==> config.mk <==
export PLATFORM = sky130hd
export DESIGN_NAME = codm_div
export DESIGN_NICKNAME = d
export VERILOG_FILES = /design/src/design/codm_pkg.sv /design/src/design/codm_div.sv
export SDC_FILE = /design/constraint.sdc
export NUM_CORES = 1
export LEC_CHECK = 0
export BUFFER_PORTS_ARGS = -buffer_cell sky130_fd_sc_hd__buf_2
export CORE_MARGIN = 10
export CORE_UTILIZATION = 60
export DETAILED_ROUTE_END_ITERATION = 10
export MAX_ROUTING_LAYER = met4
export PLACE_DENSITY = 0.94
export SYNTH_ARGS = -nofsm -noshare
export SYNTH_HDL_FRONTEND = slang
export SYNTH_SLANG_ARGS = --single-unit
export TNS_END_PERCENT = 5
==> constraint.sdc <==
create_clock -name clk -period 6.25 [get_ports clk]
set_clock_uncertainty 0.1 [all_clocks]
set_input_delay 0.3125 -clock clk [delete_from_list [all_inputs] [get_ports clk]]
set_output_delay 0.3125 -clock clk [all_outputs]
set_load 0.02 [all_outputs]
==> src/design/codm_pkg.sv <==
// shared types, codes and constants of the cell overlap density map
// no dependencies; codm_div and cell_overlap_density_map import this package
`default_nettype none

package codm_pkg;

    // widths fixed by the request and register fields
    localparam int CW        = 36;   // signed coordinate arithmetic width
    localparam int SUM_W     = 48;   // bin area sum width
    localparam int PITCH_W   = 20;   // bin pitch width
    localparam int DEN_W     = 40;   // divider denominator width (bin area)
    localparam int CFG_IDX_W = 3;

    localparam logic [SUM_W-1:0] SUM_MAX = {SUM_W{1'b1}};

    // request types
    localparam logic [1:0] REQ_ADD   = 2'd0;
    localparam logic [1:0] REQ_READ  = 2'd1;
    localparam logic [1:0] REQ_CLEAR = 2'd2;

    // cell kinds and filter codes
    localparam logic [1:0] KIND_MACRO = 2'd0;
    localparam logic [1:0] KIND_STD   = 2'd1;
    localparam logic [1:0] FILT_ALL   = 2'd0;
    localparam logic [1:0] FILT_MACRO = 2'd1;
    localparam logic [1:0] FILT_STD   = 2'd2;

    // configuration register indexes
    localparam logic [CFG_IDX_W-1:0] CFG_LEFT   = 3'd0;
    localparam logic [CFG_IDX_W-1:0] CFG_BOTTOM = 3'd1;
    localparam logic [CFG_IDX_W-1:0] CFG_RIGHT  = 3'd2;
    localparam logic [CFG_IDX_W-1:0] CFG_TOP    = 3'd3;
    localparam logic [CFG_IDX_W-1:0] CFG_PITCH  = 3'd4;
    localparam logic [CFG_IDX_W-1:0] CFG_FILTER = 3'd5;

    typedef enum logic [3:0] {
        S_CLEAR,
        S_IDLE,
        S_DIV,
        S_DWAIT,
        S_SETUP,
        S_ROW,
        S_CALC,
        S_MUL,
        S_WR,
        S_RD_ADDR,
        S_RD_AREA,
        S_RD_MUL,
        S_RESP
    } state_t;

    typedef enum logic [2:0] {
        DS_COLS,
        DS_ROWS,
        DS_C0,
        DS_C1,
        DS_R0,
        DS_R1,
        DS_DENS
    } div_sel_t;

    typedef struct packed {
        logic start;
        logic long_mode;
    } div_req_t;

    function automatic logic signed [CW-1:0] sx32(input logic [31:0] v);
        sx32 = {{(CW-32){v[31]}}, v};
    endfunction

endpackage

`default_nettype wire

==> src/design/codm_div.sv <==
// restoring radix-2 unsigned divider, one quotient bit per cycle
// depends on codm_pkg (div_req_t)
`default_nettype none

module codm_div #(
    parameter int NW      = 64,
    parameter int DW      = 40,
    parameter int SHORT_W = 36
) (
    input  wire logic               clk,
    input  wire logic               rst_n,
    input  wire codm_pkg::div_req_t dreq,
    input  wire logic [NW-1:0]      num,
    input  wire logic [DW-1:0]      den,
    output logic      [NW-1:0]      quo,
    output logic                    done
);
    import codm_pkg::*;

    localparam int CNT_W = $clog2(NW + 1);

    logic [NW-1:0]    n_reg;
    logic [DW-1:0]    rem_reg;
    logic [CNT_W-1:0] cnt_reg;
    logic             done_reg;
    logic [DW:0]      rem_sh;
    logic             ge;
    logic [DW:0]      rem_sub;

    assign rem_sh  = {rem_reg, n_reg[NW-1]};
    assign ge      = rem_sh >= {1'b0, den};
    assign rem_sub = rem_sh - {1'b0, den};
    assign quo     = n_reg;
    assign done    = done_reg;

    always_ff @(posedge clk or negedge rst_n)
    begin
        if (!rst_n)
        begin
            cnt_reg  <= '0;
            done_reg <= 1'b0;
        end
        else if (dreq.start)
        begin
            cnt_reg  <= dreq.long_mode ? CNT_W'(NW) : CNT_W'(SHORT_W);
            done_reg <= 1'b0;
        end
        else if (cnt_reg != '0)
        begin
            cnt_reg  <= cnt_reg - CNT_W'(1);
            done_reg <= (cnt_reg == CNT_W'(1));
        end
        else
        begin
            done_reg <= 1'b0;
        end
    end

    always_ff @(posedge clk)
    begin
        if (dreq.start)
        begin
            n_reg   <= dreq.long_mode ? num : {num[SHORT_W-1:0], {(NW-SHORT_W){1'b0}}};
            rem_reg <= '0;
        end
        else if (cnt_reg != '0)
        begin
            n_reg   <= {n_reg[NW-2:0], ge};
            rem_reg <= ge ? rem_sub[DW-1:0] : rem_sh[DW-1:0];
        end
    end
endmodule

`default_nettype wire

# ---- Yosys cells after proc, flatten, opt, wreduce, memory -nomap -nowiden
# Index checks and enable logic that the tools add are counted.
dict set report totals {
  output_inout_bits 65
  input_bits 108
  reg_bits 112
  word_cells 19
}
dict set report classes {
  n_mux 9
  add_sub_neg 2
  n_reduce_logical 2
  eq_ne 1
  n_lt_le_gt_ge 1
}
# operator count
set op_table {}
lappend op_table {{$mux 64} 3}
lappend op_table {{$ge 41x40->1} 1}
lappend op_table {{$mux 40} 1}
lappend op_table {{$sub 40x40->40} 1}
lappend op_table {{$mux 7} 3}
lappend op_table {{$eq 7x1->1 const B} 1}
lappend op_table {{$reduce_bool 7->1} 1}
lappend op_table {{$sub 7x1->7 const B} 1}
lappend op_table {{$mux 1} 2}
lappend op_table {{$reduce_bool 2->1} 1}

# ---- Logic depth before layout (Yosys ltp)
# Gate-level depths: netlist of the first run.
dict set report logic_depth {
  ltp_word 3
  ltp_mapped 14
  depth_no_buf 12
}

# ---- Least setup slack after synthesis of the first run
# No wires, ideal clock.
dict set report synth_timing {
  kind {reg-to-reg}
  from {reg n_reg[63] (netlist: quo[63])}
  to {reg rem_reg[38]}
  n_path_buf 0
  stages_incl_launch_ff 13
  required_ns 6.062
  arrival_ns 2.767
  setup_ns 0.088
  synth_period_minus_slack_ns 2.955
  setup_slack_ns 3.295
  path_cell_list {edfxtp_1 > inv_1 > ha_1 > fa_1 > nor2b_1 > o2111ai_1 > a211o_1 > nand3_1 > o21ai_1 > o31ai_1 > mux2i_1 > nand3_1 > a311oi_2}
}
dict set report synth_between {
  elab_chain_len 2
}
# item line_no
set synth_lines {}
lappend synth_lines {{start, declared} codm_div.sv:22} ;# logic [NW-1:0] n_reg;
lappend synth_lines {{start signal, assigned} codm_div.sv:63} ;# n_reg <= dreq.long_mode ? num : {num[SHORT_W-1:0], {(NW-SHORT_W){1'b0}}};
lappend synth_lines {{start signal, assigned} codm_div.sv:68} ;# n_reg <= {n_reg[NW-2:0], ge};
lappend synth_lines {{$sub 40x40->40 / $ge 41x40->1 (equally long branches)} {codm_div.sv:32, codm_div.sv:31}}
lappend synth_lines {{$mux 40 (*)} codm_div.sv:69} ;# rem_reg <= ge ? rem_sub[DW-1:0] : rem_sh[DW-1:0];
lappend synth_lines {{end signal, assigned} codm_div.sv:69}
lappend synth_lines {{end, declared} codm_div.sv:23} ;# logic [DW-1:0] rem_reg;
# Every way passes the cells marked *; elsewhere a longest branch is shown, timed or not.
# A chain may end at the register's enable or synchronous reset.

# ---- Worst setup path after layout of the first run
dict set report layout_timing {
  from {reg rem_reg[24]}
  to {reg rem_reg[21]}
}
dict set report layout_between {
  elab_chain_len 2
}
# item line_no
set layout_lines {}
lappend layout_lines {{$ge 41x40->1} codm_div.sv:31} ;# assign ge = rem_sh >= {1'b0, den};
lappend layout_lines {{$mux 40} codm_div.sv:69}
# Every way passes these cells.

==> out/qor.yml, run 1 <==
pwr:
  pwr-share-clk_pct: 15.7
  p_comb_share_pct: 53.0
  p_int_w: 0.002047
  seq_power_share_pct: 31.3
  net-switching-power_w: 0.001683
  worst_ir_drop_vdd_v: 0.0002371
  p_leak_nw: 4.084
  design_power_total_w: 0.003730
  swShare_pct: 45.12
  powerDensity_mw_per_mm2: 421.9
global_route:
  grt_use_total_pct: 25.37
  grt_pass1_vias: 7014
  overflow: 0
  grt_max_degree: 92
  antenna_found_initial: 0
  grt_pass1_wl_mm: 36.00
floorplanning:
  rows: 41
  die_width_um: 132.5
  die_y_um: 132.5
  core_mm2: 0.01252
  dieArea_mm2: 0.01757
  initial_core_util_pct: 60.72
  top_level_ports: 173
critical_path:
  crit_type: "register to register"
  path_buf_inv: 1
  start_kind: "register"
  cp_top_family: "simple AND/OR/NAND/NOR gates"
  cp_cell_sequence: "ha_1 -> nand3_1 -> nor4_2 -> nand2_1 -> a21oi_2 -> nor4_4 -> o31ai_4 -> or2_1 -> buf_4 -> mux2i_1 -> a211oi_1"
  reg2reg_to: "rem_reg[21]"
  regToRegSetupSlack_ps: 2570
  critical_path_required_ps: 6350
  critPathLaunch: "rem_reg[24]"
  rr_startpoint: "rem_reg[24]"
  crit_path_max_incr_delay_ps: 520
  critPathCaptureType: "register"
  cp_slowest_cell: "or2_1"
  arrival_ps: 3780
  reg2reg_depth: 11
  worst-path-max-fanout: 20
detailed_routing:
  drc: 0
  avgRoutedWirePerCell_um: 19.49
  drtIter0Drc: 628
  drt_wl_total_mm: 22.72
  dr.pass1.iters: 5
  vias: 7307
  vias_per_cell: 6.267
  antenna_left: 0
cells_and_area:
  largest_reg_flops: 64
  layout_common_cells: "171 x buf_2, 95 x nor2_1, 83 x nand2_1"
  drive_above_1_share_pct: 22.54
  antennaDiodeCount: 0
  post-route-cell-area_mm2: 0.008842
  fill_cells: 955
  final_util_pct: 70.64
  final_common_cell: "buf_2"
  syn2layout_area_growth_pct: 16.35
  fin_nets: 1140
min_path:
  worstHoldStart: "num[20]"
  hold_class: "primary input to register"
  hold_depth: 2
  min_to: "quo[20]"
yosys:
  synth_cells: 842
  synth_nets: 993
  yosysWarnings: 0
  syn-cell-area_mm2: 0.007600
  synth_cell_type_count: 74
  yosysSeqAreaShare_pct: 38.46
  ys_seq_elements: 112
  avgSynthCellArea_um2: 9.026
  synth_ff_type: "edfxtp_1"
  async_flop_share_pct: 7.143
  synth-edff-count: 64
clock_network:
  clkTransAtPathRegs_ps: 90
  cts-root-buf: "clkbuf_16"
  postCtsSetupBuffers: 0
  cts_buffers: 9
  htreeDepth: 3
  clk_path_buf_depth: 2
  clock_latency_ps: 370
  clock_sinks: 112
  cts_tree: "built"
sta:
  finalCriticalPeriod_ps: 3682
  fin_crit_sh_pct: 58.90
  rsz0062_at_grt: "no"
  tns_ps: 0
  worst_slew_pin_slew_ps: 1196
  slew_viol_final: 0
  slew_headroom_pct: 19.97
  setup_viol: 0
  finalHoldViolations: 0
  timing.hold.ws_ps: 152.1
  fmax_ghz: 0.2716
run:
  cap_viol_max_count: 0
placement:
  port_buffers: 172
  gp_congestion: 0.9444
  placed_cell_area_mm2: 0.008536
  hpwl_mm: 17.07
run_status:
  status: "completed"
==> timing repair <==
| action | in CTS | in global routing |
|---|---|---|
| hold endpoints to repair | 8 | 0 |
| hold buffers | 1 | 0 |
| resized for setup | 0 | 0 |
==> metal layers <==
| layer | track usage, % | vias to the layer above | wire, um |
|---|---|---|---|
| met1 | 31.03 | 3423 | 9297 |
| met3 | 4.542 | 56 | 2030 |
| met4 | 8.802 | 0 | 673 |
| met5 | - | - | 0 |
| li1 | - | 3399 | - |
| met2 | 41.41 | 429 | 10720 |
==> final cells by class <==
class                   instances  area, um2  share of cell area (%)
clock inverters                 7      71.32                  0.8066
flip-flops and latches        112       2923                   33.06
clock buffers                   9      225.2                   2.547
inverters                      59      221.5                   2.505
well taps                     172      215.2                   2.434
multi-input cells             628       4268                   48.27
repair buffers                179      918.4                   10.39
==> how the worst max path moves through the flow <==
stage / slack, ps / cells after the start / to
floorplan: 3300 / 12 / rem_reg[38]
global placement: 2670 / 13 / rem_reg[21]
detailed placement: 2470 / 13 / rem_reg[21]
CTS: 2560 / 11 / rem_reg[21]
global route: 2240 / 11 / rem_reg[25]
finish: 2570 / 11 / rem_reg[21]
==> logic make-up after synthesis <==
logic type	share of synthesized area, %
AO/OA/AOI/OAI	24.37
XOR/XNOR	4.034
adder cells (fa/ha/maj)	7.178
buffers and inverters	5.450
flip-flops	38.46
AND/OR/NAND/NOR	14.98
multiplexers	5.532
==> worst reg2reg max path, cell delays in order (launching register included) <==
cell and delay [ps]:
dfxtp_1 340, ha_1 450, nand3_1 170, nor4_2 410
nand2_1 110, a21oi_2 230, nor4_4 100, o31ai_4 330
or2_1 520, buf_4 390, mux2i_1 270, a211oi_1 100
==> power by group through the flow <==
stage	clock network [W]	registers, W	logic [W]
detailed placement	0	0.00118	0.00194
finish	0.000584	0.00117	0.00198
CTS	0.000585	0.00116	0.00195
global placement	0	0.00117	0.00188
global route	0.000614	0.00119	0.00217
floorplan	0	0.00124	0.00141
==> cell usage after synthesis (all sizes together) (9+ instances only) <==
master,n,share of area [%]
a21o,14,1.4
buf,10,0.91
nor2,96,4.8
dfxtp,40,11
a21oi,83,5.6
xor2,9,1.0
clkbuf,33,1.6
nand2,83,4.1
inv,59,2.9
ha,42,6.9
a22o,28,3.2
nand4,11,0.91
edfxtp,64,25
o21ai,40,2.7
a311oi,22,3.4
nand3,15,0.99
nor3,9,0.59
xnor2,26,3.0
mux2i,42,5.5
==> metrics by stage <==
stage,worst slack (ps),std cells
after floorplan,3295,842
final,2568,1166
after detailed placement,2472,1149
after CTS,2559,1166
after global placement,2666,1149
after global routing,2239,1166
Note: power is estimated with default switching activity, not from simulation.
==> run 2: changes to the inputs <==
- ABC_AREA: default -> 1
- CORE_UTILIZATION: 60 -> 57
- PLACE_DENSITY: 0.94 -> 0.89
- clock period: 6.25 -> 3.5 ns (I/O delays scaled with it)
==> run 2 against run 1 <==
Compared with the run above: global-route usage grew 0.97 points; clock-buffer cell count is the same; final cell count up 45%; largest cell class unchanged; combinational power rose by 130%; worst setup slack worse by 2100 ps; via count grew 22%; routed wire length rose by 17%.
==> out/qor.yml, run 2 <==
global_route:
  antenna_found_initial: 0  # unchanged
  grt_max_degree: 67  # was 92
  grt_pass1_wl_mm: 42.55  # was 36.00 mm
  grt_pass1_vias: 8540  # was 7,014
  grt_use_total_pct: 26.35  # was 25.37%
  overflow: 0  # unchanged
yosys:
  yosysWarnings: 0  # unchanged
  synth_top_area_cell: "edfxtp_1"  # unchanged
  yosysSeqAreaShare_pct: 33.70  # was 38.46%
  ys_seq_elements: 112  # unchanged
  yosys-top-cells-area: "edfxtp_1 22%, nand2_1 21%, inv_1 11%"  # was edfxtp_1 25%, dfxtp_1 11%, ha_1 6.9%
  synth_ff_type: "edfxtp_1"  # unchanged
  synth_nets: 1487  # was 993
  synth-edff-count: 64  # unchanged
  avgSynthCellArea_um2: 6.491  # was 9.026 um2
  synth.top_cell.area_share_pct: 22.16  # was 25.29%
  syn-cell-area_mm2: 0.008672  # was 0.007600 mm2
  synth_cells: 1336  # was 842
  synthTopCellsByCount: "476 x nand2_1, 255 x inv_1, 122 x nand3_1"  # was 95 x nor2_1, 83 x nand2_1, 81 x a21oi_1
  yosys.cell_count.top_type: "nand2_1"  # was nor2_1
  async_flop_share_pct: 7.143  # unchanged
  synth_cell_type_count: 37  # was 74
placement:
  hpwl_mm: 20.73  # was 17.07 mm
  gp_congestion: 1.026  # was 0.9444
  dp.cells: 1665  # was 1,149
  port_buffers: 172  # unchanged
sta:
  slew_headroom_pct: 54.16  # was 19.97%
  tns_ps: 0  # unchanged
  fin_crit_sh_pct: 86.35  # was 58.90%
  slew_viol_final: 0  # unchanged
  setup_viol: 0  # unchanged
  worst_slew_pin_slew_ps: 686.6  # was 1196 ps
  finalCriticalPeriod_ps: 3022  # was 3682 ps
  rsz0062_at_grt: "no"  # unchanged
  finalHoldViolations: 0  # unchanged
  fmax_ghz: 0.3309  # was 0.2716 GHz
critical_path:
  arrival_ps: 3040  # was 3780 ps
  start_kind: "register"  # unchanged
  crit_type: "register to register"  # unchanged
  critPathCaptureType: "register"  # unchanged
  critical_path_required_ps: 3520  # was 6350 ps
  worst-path-max-fanout: 41  # was 20
detailed_routing:
  dr.pass1.iters: 7  # was 5
  vias_per_cell: 5.310  # was 6.267
  drc: 0  # unchanged
  vias: 8947  # was 7,307
  antenna_left: 0  # unchanged
  drt_wl_total_mm: 26.67  # was 22.72 mm
  avgRoutedWirePerCell_um: 15.83  # was 19.49 um
  drtIter0Drc: 989  # was 628
floorplanning:
  core_mm2: 0.01503  # was 0.01252 mm2
  die_y_um: 143.3  # was 132.5 um
  dieArea_mm2: 0.02055  # was 0.01757 mm2
  die_width_um: 143.3  # was 132.5 um
  initial_core_util_pct: 57.69  # was 60.72%
  rows: 45  # was 41
  top_level_ports: 173  # unchanged
min_path:
  hold_class: "primary input to register"  # unchanged
cells_and_area:
  final_common_cell: "nand2_1"  # was buf_2
  drive_above_1_share_pct: 14.58  # was 22.54%
  largest_reg_flops: 64  # unchanged
  layout_common_cells: "476 x nand2_1, 254 x inv_1, 172 x buf_2"  # was 171 x buf_2, 95 x nor2_1, 83 x nand2_1
  fin_cells: 1685  # was 1,166
  syn2layout_area_growth_pct: 14.95  # was 16.35%
  fin_nets: 1641  # was 1,140
run:
  cap_viol_max_count: 0  # unchanged
clock_network:
  clock_latency_ps: 370  # about the same
  clock_sinks: 112  # unchanged
  htreeDepth: 3  # unchanged
  cts_buffers: 9  # unchanged
  clk_path_buf_depth: 2  # unchanged
  cts_tree: "built"  # unchanged
  clkTransAtPathRegs_ps: 90  # about the same
  cts_resized: 0  # unchanged
  cts-root-buf: "clkbuf_16"  # unchanged
pwr:
  powerDensity_mw_per_mm2: 781.0  # was 421.9 mW/mm2
  worst_ir_drop_vdd_v: 0.0004136  # was 0.0002371 V
  p_leak_nw: 5.506  # was 4.084 nW
run_status:
  status: "completed"  # unchanged
[run 2: changes by cell type after synthesis, sizes merged, moves of 12 or more]
cell	delta
clkbuf	-13
nor2	-13
nand2	+397
a311oi	-22
o21ai	+14
nand3b	+20
mux2i	-42
a21oi	-56
inv	+202
nand3	+108
a21o	-12
o211ai	+27
a22o	-28
[run 2: kinds of logic after synthesis]
group                      count (synthesis)  synth area share, %
and+or+nand+nor                          725                35.15
buffers and inverters                    307                13.87
AOI/OAI and AO/OA                        125                8.570
adders and majority gates                 43                6.291
xor gates and xnor gates                  24                2.424
DFF                                      112                33.70
[run 2: worst paths after layout]
check	from	end	slack, ps	cells after the start
min reg2reg	rem_reg[27]	rem_reg[27]	370	2
min in group asynchronous	rst_n	done	70	2
min	num[59]	quo[59]	30	3
max in group asynchronous	rst_n	cnt_reg[0]	3060	2
max	rem_reg[7]	quo[0]	480	13
max reg2reg	rem_reg[7]	quo[0]	480	13
[run 2: critical path: stages (launching register included)]
cell     delay (ps)
dfxtp_1         320
ha_1            350
nand2_1         160
inv_1            60
nand2_1          60
nand2_1          80
inv_1            80
nand3_1         200
nand2_1         170
nand3_2         110
nand2_4         400
nand2_4         400
nand2_1         140
o21ai_0          80
[run 2: metal layers]
layer / GRT usage, % / share of wire [%] / vias up
li1: - / - / 4486
met1: 33.52 / 43 / 4045
met2: 42.53 / 47 / 381
met3: 5.149 / 8.0 / 35
met4: 6.341 / 1.9 / 0
met5: - / 0 / -
[run 2: layout make-up]
type,instances,area [um2]
Fill cell,1345,5065
Multi-Input combinational cell,917,4549
Sequential cell,112,2923
Inverter,268,1006
Timing Repair Buffer,182,953.4
Tap cell,188,235.2
Clock buffer,9,225.2
Clock inverter,7,71.32
Antenna cell,2,5.005
[run 2: repair_timing]
| action | CTS | global route |
|---|---|---|
| endpoints found under the hold margin | 9 | 0 |
| endpoints found under the setup margin | 0 | 0 |
| buffers inserted | 0 | 0 |
| hold buffers | 2 | 0 |
[run 2: where the power goes]
group	internal, W	switching [W]
clock	0.000506	0.000550
sequential	0.00191	0.000296
combinational	0.00158	0.00295
[run 2: metrics by stage]
step / util, % / hold WS (ps) / setup slack [ps] / power [W] / cell area [um2]
2_1_floorplan: - / -220.6 / 962.3 / 0.005571 / 8672
3_3_place_gp: 64.17 / -72.77 / 577.6 / 0.006576 / 9647
3_5_place_dp: 64.17 / -69.64 / 519.6 / 0.006652 / 9647
4_1_cts: 66.28 / 33.27 / 532.6 / 0.007731 / 9963
5_1_grt: 66.28 / 51.30 / 274.2 / 0.008440 / 9963
6_report: 66.31 / 30.96 / 477.8 / 0.007785 / 9968
==> run 3: changes to the inputs <==
- CORE_UTILIZATION: 57 -> 58
- CTS_BUF_LIST: default -> sky130_fd_sc_hd__clkbuf_2
- PLACE_DENSITY: 0.89 -> 0.9
- clock period: 3.5 -> 3 ns (I/O delays scaled with it)
==> run 3 against run 2 <==
Compared with the run above: routed wire length rose by 31%; sequential share of layout area is 3.2 points lower; flip-flop and latch count is the same; fmax rose by 6.9%; clock-buffer cell count grew 1; total power rose by 20%; critical endpoint is now rem_reg[38]; largest cell class unchanged.
==> out/qor.yml, run 3 (synthesis results as in run 2) <==
sta:
  tns_ps: 0  # unchanged
  rsz0062_at_grt: "no"  # unchanged
  slew_viol_final: 0  # unchanged
  setup_ws_ps: 174.1  # was 477.8 ps
  worst_slew_pin_slew_ps: 1101  # was 686.6 ps
  fmax_ghz: 0.3539  # was 0.3309 GHz
  finalHoldViolations: 0  # unchanged
  finalCriticalPeriod_ps: 2826  # was 3022 ps
  setup_viol: 0  # unchanged
  slew_headroom_pct: 26.63  # was 54.16%
  timing.hold.ws_ps: 18.63  # was 30.96 ps
  fin_crit_sh_pct: 94.20  # was 86.35%
placement:
  hpwl_mm: 21.32  # was 20.73 mm
  gp_congestion: 1.031  # was 1.026
  dpl_worst_slack_ps: 231.6  # was 519.6 ps
  port_buffers: 172  # unchanged
  dp.cells: 1664  # was 1,665
global_route:
  grt_max_degree: 83  # was 67
  grt_use_total_pct: 34.49  # was 26.35%
  overflow: 0  # unchanged
  grt_pass1_vias: 10410  # was 8,540
  grt_pass1_wl_mm: 54.25  # was 42.55 mm
  antenna_found_initial: 3  # was 0
critical_path:
  regToRegSetupSlack_ps: 170  # was 480 ps
  start_kind: "register"  # unchanged
  critPathCaptureType: "register"  # unchanged
  arrival_ps: 3380  # was 3040 ps
  reg2reg_depth: 12  # was 13
  critical_path_required_ps: 3550  # was 3520 ps
  critPathLaunch: "rem_reg[30]"  # was rem_reg[7]
  crit_type: "register to register"  # unchanged
  reg2reg_to: "rem_reg[38]"  # was quo[0]
  rr_startpoint: "rem_reg[30]"  # was rem_reg[7]
  worst-path-max-fanout: 31  # was 41
detailed_routing:
  wl_met2_mm: 15.88  # was 12.45 mm
  drtIter0Drc: 1331  # was 989
  avgRoutedWirePerCell_um: 19.13  # was 15.83 um
  wl_met3_mm: 3.959  # was 2.122 mm
  top_layer: "met4"  # unchanged
  drt_wl_total_mm: 34.92  # was 26.67 mm
  drc: 0  # unchanged
  vias_per_cell: 5.729  # was 5.310
  antenna_left: 0  # unchanged
  met1Wirelength_mm: 12.65  # was 11.59 mm
  dr.pass1.iters: 7  # unchanged
  vias: 10460  # was 8,947
floorplanning:
  core_mm2: 0.01459  # was 0.01503 mm2
  dieArea_mm2: 0.02024  # was 0.02055 mm2
  initial_core_util_pct: 59.44  # was 57.69%
  die_width_um: 142.3  # was 143.3 um
  rows: 44  # was 45
  top_level_ports: 173  # unchanged
  die_y_um: 142.3  # was 143.3 um
clock_network:
  cts-root-buf: "clkbuf_2"  # was clkbuf_16
  postCtsSetupBuffers: 0  # unchanged
  htreeDepth: 3  # unchanged
  cts_buffers: 9  # unchanged
  clkTransAtPathRegs_ps: 370  # was 90 ps
  clk_path_buf_depth: 2  # unchanged
  cts_tree: "built"  # unchanged
  clock_latency_ps: 750  # was 370 ps
  clock_sinks: 112  # unchanged
cells_and_area:
  final_util_pct: 76.76  # was 66.31%
  fill_cells: 1029  # was 1,345
  multiInputGateArea_mm2: 0.004558  # was 0.004549 mm2
  regArea_mm2: 0.002923  # unchanged
  fin_cells: 1825  # was 1,685
  drive_above_1_share_pct: 13.53  # was 14.58%
  fin_nets: 1780  # was 1,641
  largest_reg_flops: 64  # unchanged
  final_common_cell: "nand2_1"  # unchanged
  syn2layout_area_growth_pct: 29.13  # was 14.95%
  layout_common_cells: "476 x nand2_1, 254 x inv_1, 172 x buf_2"  # unchanged
run_status:
  status: "completed"  # unchanged
run:
  cap_viol_max_count: 0  # unchanged
pwr:
  worst_ir_drop_vdd_v: 0.0004908  # was 0.0004136 V
  p_leak_nw: 6.013  # was 5.506 nW
  powerDensity_mw_per_mm2: 830.9  # was 781.0 mW/mm2
min_path:
  worstHoldStart: "den[35]"  # was num[59]
  hold_depth: 8  # was 3
  hold_class: "primary input to register"  # unchanged
  min_to: "rem_reg[35]"  # was quo[59]
==> run 3: cell types whose count changed in the layout (fill, tap and decap cells not counted), sizes merged <==
cell / before / now
clkbuf: 9 / 10
bufinv: 0 / 1
buf: 180 / 183
dlygate4sd3: 2 / 138
clkinv: 10 / 8
diode: 2 / 7
==> run 3: critical path: stages, from the launching register on <==
cell and delay (ps):
dfxtp_1 420, ha_1 370, nand2_1 190, a21oi_1 60, nor2_1 310, a21oi_1 160, nor2_2 290, buf_4 440
nand3_1 130, nand2_1 80, clkinv_1 60, nand2_1 50, nand2_1 50
==> run 3: repair_timing <==
item | 4_1_cts | 5_1_grt
setup endpoints to repair | 0 | 10
endpoints found under the hold margin | 109 | 0
resized for setup | 0 | 2
hold buffers | 138 | 0
==> run 3: final cells by class <==
class                      instances  area share [%]
multi-input combinational        917           40.70
sequential                       112           26.10
timing repair buffer             321           20.79
tap                              184           2.056
antenna                            7          0.1564
clock buffer                      10          0.4469
clock inverter                     6          0.7598
inverter                         268           8.983
==> run 3: routing by layer <==
layer,vias to the layer above,global-route usage (%)
met4,0,20.66
li1,4770,-
met3,235,8.344
met2,844,52.95
met1,4607,40.21
met5,-,-
==> run 3: through the flow <==
| step | cell area, um2 | power [W] |
|---|---|---|
| after CTS | 11170 | 0.008826 |
| after global placement | 9652 | 0.007715 |
| after floorplan | 8672 | 0.006499 |
| final | 11200 | 0.009304 |
| after global routing | 11190 | 0.009923 |
| after detailed placement | 9652 | 0.007822 |
==> run 3: how the worst max path moves through the flow <==
| stage | to | cells after the start |
|---|---|---|
| floorplan | quo[0] | 10 |
| global placement | quo[0] | 13 |
| detailed placement | quo[0] | 13 |
| CTS | rem_reg[0] | 12 |
| global route | rem_reg[39] | 16 |
| finish | rem_reg[38] | 12 |
==> run 3: report_power, final <==
part | leakage [nW] | switching (W) | internal (W)
clock network | 0.0794 | 0.000637 | 0.000221
registers | 1.15 | 0.000415 | 0.00223
logic | 4.78 | 0.00378 | 0.00203
